--- src/design/biquad_cascade_equalizer_core_defines.svh ---
// Assertion macros shared by the equaliser core modules.
// No dependencies; the check bodies are compiled out when SYNTH is defined.
`ifndef BIQUAD_CASCADE_EQUALIZER_CORE_DEFINES_SVH
`define BIQUAD_CASCADE_EQUALIZER_CORE_DEFINES_SVH

`ifndef SYNTH
// Consequent must hold in the same cycle as the antecedent.
`define BQEQ_ASSERT_IMP(label, clk, rst_n, ante, cons, msg) \
  label: assert property (@(posedge clk) disable iff (!rst_n) (ante) |-> (cons)) \
    else $error(msg);
// Consequent must hold in the cycle after the antecedent.
`define BQEQ_ASSERT_NEXT(label, clk, rst_n, ante, cons, msg) \
  label: assert property (@(posedge clk) disable iff (!rst_n) (ante) |=> (cons)) \
    else $error(msg);
`else
`define BQEQ_ASSERT_IMP(label, clk, rst_n, ante, cons, msg)
`define BQEQ_ASSERT_NEXT(label, clk, rst_n, ante, cons, msg)
`endif

`endif

--- src/design/bqeq_pkg.sv ---
// Shared types and constants of the biquad cascade equaliser core.
// Has no dependencies; the controller, the datapath and the core import it.
package bqeq_pkg;

  localparam int SAMPLE_BITS  = 24;
  localparam int COEF_BITS    = 32;
  localparam int COEF_FRAC    = COEF_BITS - 4;
  localparam int NCOEF        = 5;
  localparam int DEF_STAGES   = 7;
  localparam int DEF_CHANNELS = 2;

  localparam logic ACTION_FILTER = 1'b0;
  localparam logic ACTION_COEF   = 1'b1;

  // Coefficient order within one section, also the order of the products.
  typedef enum logic [2:0] {
    TAP_B0,
    TAP_B1,
    TAP_B2,
    TAP_A1,
    TAP_A2
  } coef_tap_e;

  typedef enum logic [2:0] {
    ST_IDLE,
    ST_ISSUE,
    ST_DRAIN,
    ST_FINISH,
    ST_PUSH
  } ctrl_state_e;

  typedef struct packed {
    logic                          action;
    logic                          channel;
    logic signed [SAMPLE_BITS-1:0] sample_in;
    logic [2:0]                    stage_select;
    logic [2:0]                    coef_index;
    logic signed [COEF_BITS-1:0]   coef_value;
  } bqeq_in_t;

  typedef struct packed {
    logic                          channel_out;
    logic signed [SAMPLE_BITS-1:0] sample_out;
    logic                          clipped;
  } bqeq_out_t;

  typedef struct packed {
    logic      accept;
    logic      issue;
    coef_tap_e tap;
    logic      finish;
    logic      push;
  } bqeq_cmd_t;

  typedef struct packed {
    logic out_free;
  } bqeq_status_t;

endpackage

--- src/design/bqeq_ctrl.sv ---
// Sequencer of the equaliser: walks the sections and the five products of each.
// Depends on bqeq_pkg and the assertion macros header.
`include "biquad_cascade_equalizer_core_defines.svh"

module bqeq_ctrl #(
  parameter int STAGES = bqeq_pkg::DEF_STAGES,
  parameter int STG_W  = (STAGES > 1) ? $clog2(STAGES) : 1
) (
  input  logic                    clk_i,
  input  logic                    rst_ni,
  input  logic                    in_valid_i,
  output logic                    in_stall_o,
  input  logic                    action_i,
  input  logic                    cfg_valid_i,
  output logic                    cfg_ready_o,
  input  logic                    cfg_data_i,
  input  bqeq_pkg::bqeq_status_t  status_i,
  output bqeq_pkg::bqeq_cmd_t     cmd_o,
  output logic [STG_W-1:0]        stage_o
);
  import bqeq_pkg::*;

  ctrl_state_e      state_q, state_d;
  logic [STG_W-1:0] stage_q, stage_d;
  coef_tap_e        tap_q, tap_d;
  logic             bypass_q;

  assign cfg_ready_o = 1'b1;
  assign in_stall_o  = (state_q != ST_IDLE);
  assign stage_o     = stage_q;

  always_ff @(posedge clk_i or negedge rst_ni) begin
    if (!rst_ni) begin
      state_q  <= ST_IDLE;
      stage_q  <= '0;
      tap_q    <= TAP_B0;
      bypass_q <= 1'b0;
    end else begin
      state_q <= state_d;
      stage_q <= stage_d;
      tap_q   <= tap_d;
      if (cfg_valid_i && cfg_ready_o) begin
        bypass_q <= cfg_data_i;
      end
    end
  end

  always_comb begin
    state_d      = state_q;
    stage_d      = stage_q;
    tap_d        = tap_q;
    cmd_o        = '0;
    cmd_o.tap    = TAP_B0;
    case (state_q)
      ST_IDLE: begin
        if (in_valid_i) begin
          cmd_o.accept = 1'b1;
          if (action_i == ACTION_FILTER) begin
            stage_d = '0;
            tap_d   = TAP_B0;
            state_d = bypass_q ? ST_PUSH : ST_ISSUE;
          end
        end
      end
      ST_ISSUE: begin
        cmd_o.issue = 1'b1;
        cmd_o.tap   = tap_q;
        if (tap_q == TAP_A2) begin
          tap_d   = TAP_B0;
          state_d = ST_DRAIN;
        end else begin
          tap_d = coef_tap_e'(tap_q + 3'd1);
        end
      end
      ST_DRAIN: begin
        // The drain states let the last product pass the multiplier and the adder.
        if (tap_q == TAP_B1) begin
          tap_d   = TAP_B0;
          state_d = ST_FINISH;
        end else begin
          tap_d = TAP_B1;
        end
      end
      ST_FINISH: begin
        cmd_o.finish = 1'b1;
        if (stage_q == STG_W'(STAGES - 1)) begin
          state_d = ST_PUSH;
        end else begin
          stage_d = stage_q + 1'b1;
          state_d = ST_ISSUE;
        end
      end
      ST_PUSH: begin
        if (status_i.out_free) begin
          cmd_o.push = 1'b1;
          state_d    = ST_IDLE;
        end
      end
      default: begin
        state_d = ST_IDLE;
      end
    endcase
  end

  `BQEQ_ASSERT_NEXT(a_last_tap_drains, clk_i, rst_ni, (state_q == ST_ISSUE) && (tap_q == TAP_A2), state_q == ST_DRAIN, "issue did not stop after the last coefficient")
  `BQEQ_ASSERT_NEXT(a_last_stage_pushes, clk_i, rst_ni, cmd_o.finish && (stage_q == STG_W'(STAGES - 1)), state_q == ST_PUSH, "last section did not lead to the result")
  `BQEQ_ASSERT_IMP(a_push_has_room, clk_i, rst_ni, cmd_o.push, status_i.out_free, "result pushed while the output register is held")
  `BQEQ_ASSERT_IMP(a_stage_in_range, clk_i, rst_ni, state_q != ST_IDLE, int'(stage_q) < STAGES, "section counter out of range")

endmodule

--- config.mk ---
export PLATFORM = sky130hd
export DESIGN_NAME = bqeq_ctrl
export DESIGN_NICKNAME = d
export VERILOG_FILES = /design/src/design/bqeq_pkg.sv /design/src/design/bqeq_ctrl.sv
export VERILOG_INCLUDE_DIRS = /design/src /design/src/design
export SDC_FILE = /design/constraint.sdc
export NUM_CORES = 1
export LEC_CHECK = 0
export ABC_AREA = 1
export BUFFER_PORTS_ARGS = -buffer_cell sky130_fd_sc_hd__buf_2
export CAP_MARGIN = 20
export CORE_MARGIN = 5
export CORE_UTILIZATION = 49
export DETAILED_ROUTE_END_ITERATION = 16
export GPL_TIMING_DRIVEN = 0
export PLACE_DENSITY = 0.82
export SLEW_MARGIN = 20
export SYNTH_ARGS = -nofsm -noshare
export SYNTH_HDL_FRONTEND = slang
export SYNTH_SLANG_ARGS = --single-unit
--- constraint.sdc ---
create_clock -name clk_i -period 1.33 [get_ports clk_i]
set_input_delay 0.3325 -clock clk_i [delete_from_list [all_inputs] [get_ports clk_i]]
set_output_delay 0.3325 -clock clk_i [all_outputs]
set_load 0.02 [all_outputs]
---- After elaboration in Yosys (flattened, before gate mapping) ----
Index checks and enable logic that the tools add are counted.
cells by class
  add/sub/neg operators ................... 2
  multiply operators ...................... 0
  divide/modulo/power cells ............... 0
  $lt $le $gt $ge ......................... 0
  eq/ne operators ......................... 13
  shift-type cells ........................ 0
  mux-type cells .......................... 21
  bitwise logic cells ..................... 0
  reduce and logical (&&, ||, !) cells .... 7
operator list
  cell                                           count
  two-way mux 3 bit                              11
  one-hot mux 3 bit (5 select lines)             1
  inequality test 2 bit, second input constant   6
  == test 3 bit, second input constant           3
  one-hot mux 3 bit (3 select lines)             1
  adder 3 x 1 -> 3 bit, second input constant    2
  == test 3 x 1 -> 1 bit, second input constant  2
  == test 3 x 2 -> 1 bit, second input constant  2
  two-way mux 1 bit                              6
  one-hot mux 3 bit (2 select lines)             1
  nonzero test 3 bit                             2
  AND reduction 5 bit                            1
  two-way mux 4 bit                              1
  AND reduction 4 bit                            1
  logical NOT 3 bit                              1
  AND reduction 3 bit                            1
  nonzero test 2 bit                             1
storage, ports and cells
  flip-flop bits (word level) ............. 10
  latch bits .............................. 0
  memory bits (writable) .................. 0
  ROM bits ................................ 0
  input bits .............................. 7
  output and inout port bits .............. 12
  word-level logic and storage cells ...... 47
  memories ................................ 0

---- Logic depth before layout (Yosys ltp) ----
  word-level depth ........................ 4
  mapped depth ............................ 8
  gate-level depth less buffers ........... 8

---- Worst setup path after synthesis ----
Ideal clock, no wire load.
  path kind ............................... reg2out
  from .................................... register state_q[2]
  to ...................................... output cmd_o[0] in the netlist's numbering
  arrival ................................. 1.224 ns
  setup slack ............................. -0.226 ns
  stages on the path, launching flop included .. 3
  path buffers ............................ 0
  cells stage by stage .................... dfrtp_1 > inv_2 > nor4_1
RTL lines
  what                    line             RTL
  from (decl)             bqeq_ctrl.sv:23  ctrl_state_e state_q, state_d;
  from (signal assigned)  bqeq_ctrl.sv:39  state_q <= state_d;
  to (decl)               bqeq_ctrl.sv:18  output bqeq_pkg::bqeq_cmd_t cmd_o,

==> impl_metrics.yaml <==
worst_setup_path:
  cp.required_ns: 1.00
  worst-path-max-fanout: 5
  r2r_start: "state_q[0]"
  cp-end-kind: "output port"
  rrSetupSlack_ns: 0.02
  criticalPathCategory: "register to output port"
  cp.arrival_ns: 1.28
  reg2reg_to: "state_q[2]"
  r2r_cells: 7
  startpoint_type: "register"
logic_synthesis:
  yosysTopAreaCell: "dfrtp_1"
  synthArstFlopShare_pct: 100
  synthAdderAreaFrac_pct: 9.38
  synth_top_area_share_pct: 37.5
  ys_warn_count: 0
  mappedNetlistNets: 103
  avgSynthCellArea_um2: 7.33
  synth_cells: 91
  synth_edf_count: 0
  ys_ff_latch: 10
  synth-main-ff-cell: "dfrtp_1"
  muxShareOfSynthArea_pct: 0
  synthSimpleGateAreaFrac_pct: 35.5
  yosysSeqAreaShare_pct: 37.5
  synth_xor_area_share_pct: 2.63
  synth_compound_area_share_pct: 4.88
  synthDistinctLibCells: 20
  synthTopCellsByArea: "dfrtp_1 38%, nand2_1 17%, ha_1 9.4%, inv_1 6.2%, nand3_1 4.5%"
  synth.most_common_cell: "nand2_1"
  syn_area_um2: 667
  synth_top_family_by_area: "simple AND/OR/NAND/NOR gates"
  ys_top_cells_by_count: "30 x nand2_1, 11 x inv_1, 10 x dfrtp_1, 6 x nand3_1"
global_route:
  grt.busiest_layer: "met2"
  grt_overflow: 0
  grt_max_degree: 11
  antenna_found_initial: 0
  globalRouteMet3Util_pct: 6.13
  first_global_vias: 636
  met2_usage_pct: 30.4
  use_met1_pct: 18.3
  grt_pass1_wl_mm: 2.58
  track_usage_pct: 17.1
layout:
  final-instance-count-excl-fill: 139
  diodes: 0
  finalNetCount: 137
  drive_gt1_share_pct: 48.4
  final_area_um2: 1010
  area_growth_pct: 52.0
  final_util_pct: 77.9
route:
  initialDrtViolationCount: 20
  ant_nets: 0
  firstDrtPassIters: 4
  drt-total-wl_mm: 1.87
  vias_per_cell: 5.12
  drc_errors: 0
  wl_per_cell_um: 13.4
  via_count: 711
sta:
  fin_skew_ns: 0.00586
  tns_ns: -1.54
  setup_violations: 8
  rsz0062_at_grt: "yes"
  final-max-slew-violation-count: 0
  max_freq_ghz: 0.621
  hold_viol_final: 0
  period_needed_ns: 1.61
  worst_slack_ns: -0.282
  fin_crit_sh_pct: 121
  fin_hold_ws_ns: 0.278
status:
  violations: "setup timing"
  status: "finished, violations left"
clocking:
  cts_tree: "done"
  cts.htree.levels: 1
  path_clk_slew_ns: 0.06
  cts_num_sinks: 10
  cts-root-buf: "clkbuf_4"
  cts_made_buffers: 3
  insertion_delay_ns: 0.26
  cts_buffer_depth: 2
placed_design:
  pre_cts_slack_ns: -0.0538
  hpwlAfterDp_mm: 1.09
  place_congestion: 0.840
  portBuffers: 17
  place_area_um2: 787
  dp.cells: 123
floorplanning:
  core_um2: 1300
  ioPinCount: 19
  die-height_um: 46.9
  die_x_um: 46.9
  initial_core_util_pct: 51.3
  die_area_um2: 2200
  fp-row-count: 13
pwr:
  ir_drop_mv: 0.597
  p_leak_nw: 0.550
  power_uw: 606
  p_per_area_nw_per_um2: 598
job:
  drv_cap: 0
worst_hold_path:
  hp-class: "input pin to register"
  min_path_cells: 2
  min_from: "cfg_valid_i"
  holdPathEnd: "bypass_q"
per-layer routing:
layer | wire [µm] | up-vias
met3 | 114 | 2
met5 | 0 | -
met4 | 8 | 0
li1 | - | 349
met1 | 757 | 333
met2 | 985 | 27
final cells by class:
cell class	count	area, µm²
plain buffers	1	7.51
clock buffers	4	36.3
fillers	78	288
inverters	15	58.8
multi-input cells	65	422
flip-flops and latches	10	254
well taps	15	18.8
repair buffers	29	216
state kept, by name (all words and copies together) (netlist names):
name,cells
state_q,3
stage_o,3
bypass_q,1
tap_q,3
logic make-up (layout without fill, tap and decap cells):
family / count (synthesis) / in the layout
adder cells (fa/ha/maj): 5 / 5
AND/OR/NAND/NOR: 51 / 51
other: 1 / 1
XOR/XNOR: 2 / 2
buffers and inverters: 16 / 49
flip-flops: 10 / 10
AO/OA/AOI/OAI: 6 / 6
power breakdown:
group	total (mW)	leakage, nW	switching (mW)	internal [mW]
clock network	0.267	0.0210	0.101	0.166
logic	0.0314	0.412	0.0189	0.0125
registers	0.308	0.116	0.000751	0.307
total	0.606	0.550	0.120	0.485
worst max-delay path, stage by stage (launching register included):
cell	delay [ns]
dfrtp_2	0.43
inv_2	0.08
nor2_4	0.16
nand2_4	0.10
nor2_1	0.10
buf_4	0.15
layout by cell type, fill, tap and decap left out:
master and instances:
a21oi_1 1, xor2_1 2, o21ai_0 2, inv_4 1, nand2_2 4, buf_4 15
ha_1 5, dfrtp_1 7, buf_6 5, nand2_4 2, nor2_4 5, dlygate4sd3_1 1
clkbuf_4 3, nor4_2 1, or2_0 1, nand2_1 26, conb_1 1, clkbuf_8 1
o21ai_1 2, o211ai_1 1, nor2_2 3, inv_2 5, nor2_1 1, dfrtp_2 3
nand3_4 1, buf_2 9, nand3_2 2, inv_1 9, nand3_1 5
timing repair:
action	4_1_cts	5_1_grt
setup endpoints to repair	8	15
hold buffers	1	0
pin swaps	5	4
resized for setup	21	11
gates cloned	0	0
setup buffers	6	5
endpoints found under the hold margin	10	0
worst max path at each step:
stage / from / to / slack (ns) / depth (start not counted)
final: state_q[0] / cmd_o[3] / -0.28 / 5
after global routing: state_q[0] / cmd_o[3] / -0.36 / 5
after detailed placement: state_q[0] / cmd_o[4] / -0.05 / 5
after floorplan: state_q[2] / cmd_o[0] / -0.01 / 2
after CTS: state_q[0] / cmd_o[3] / -0.19 / 5
after global placement: state_q[0] / cmd_o[4] / -0.01 / 5
Note: power is estimated with default switching activity, not from simulation.
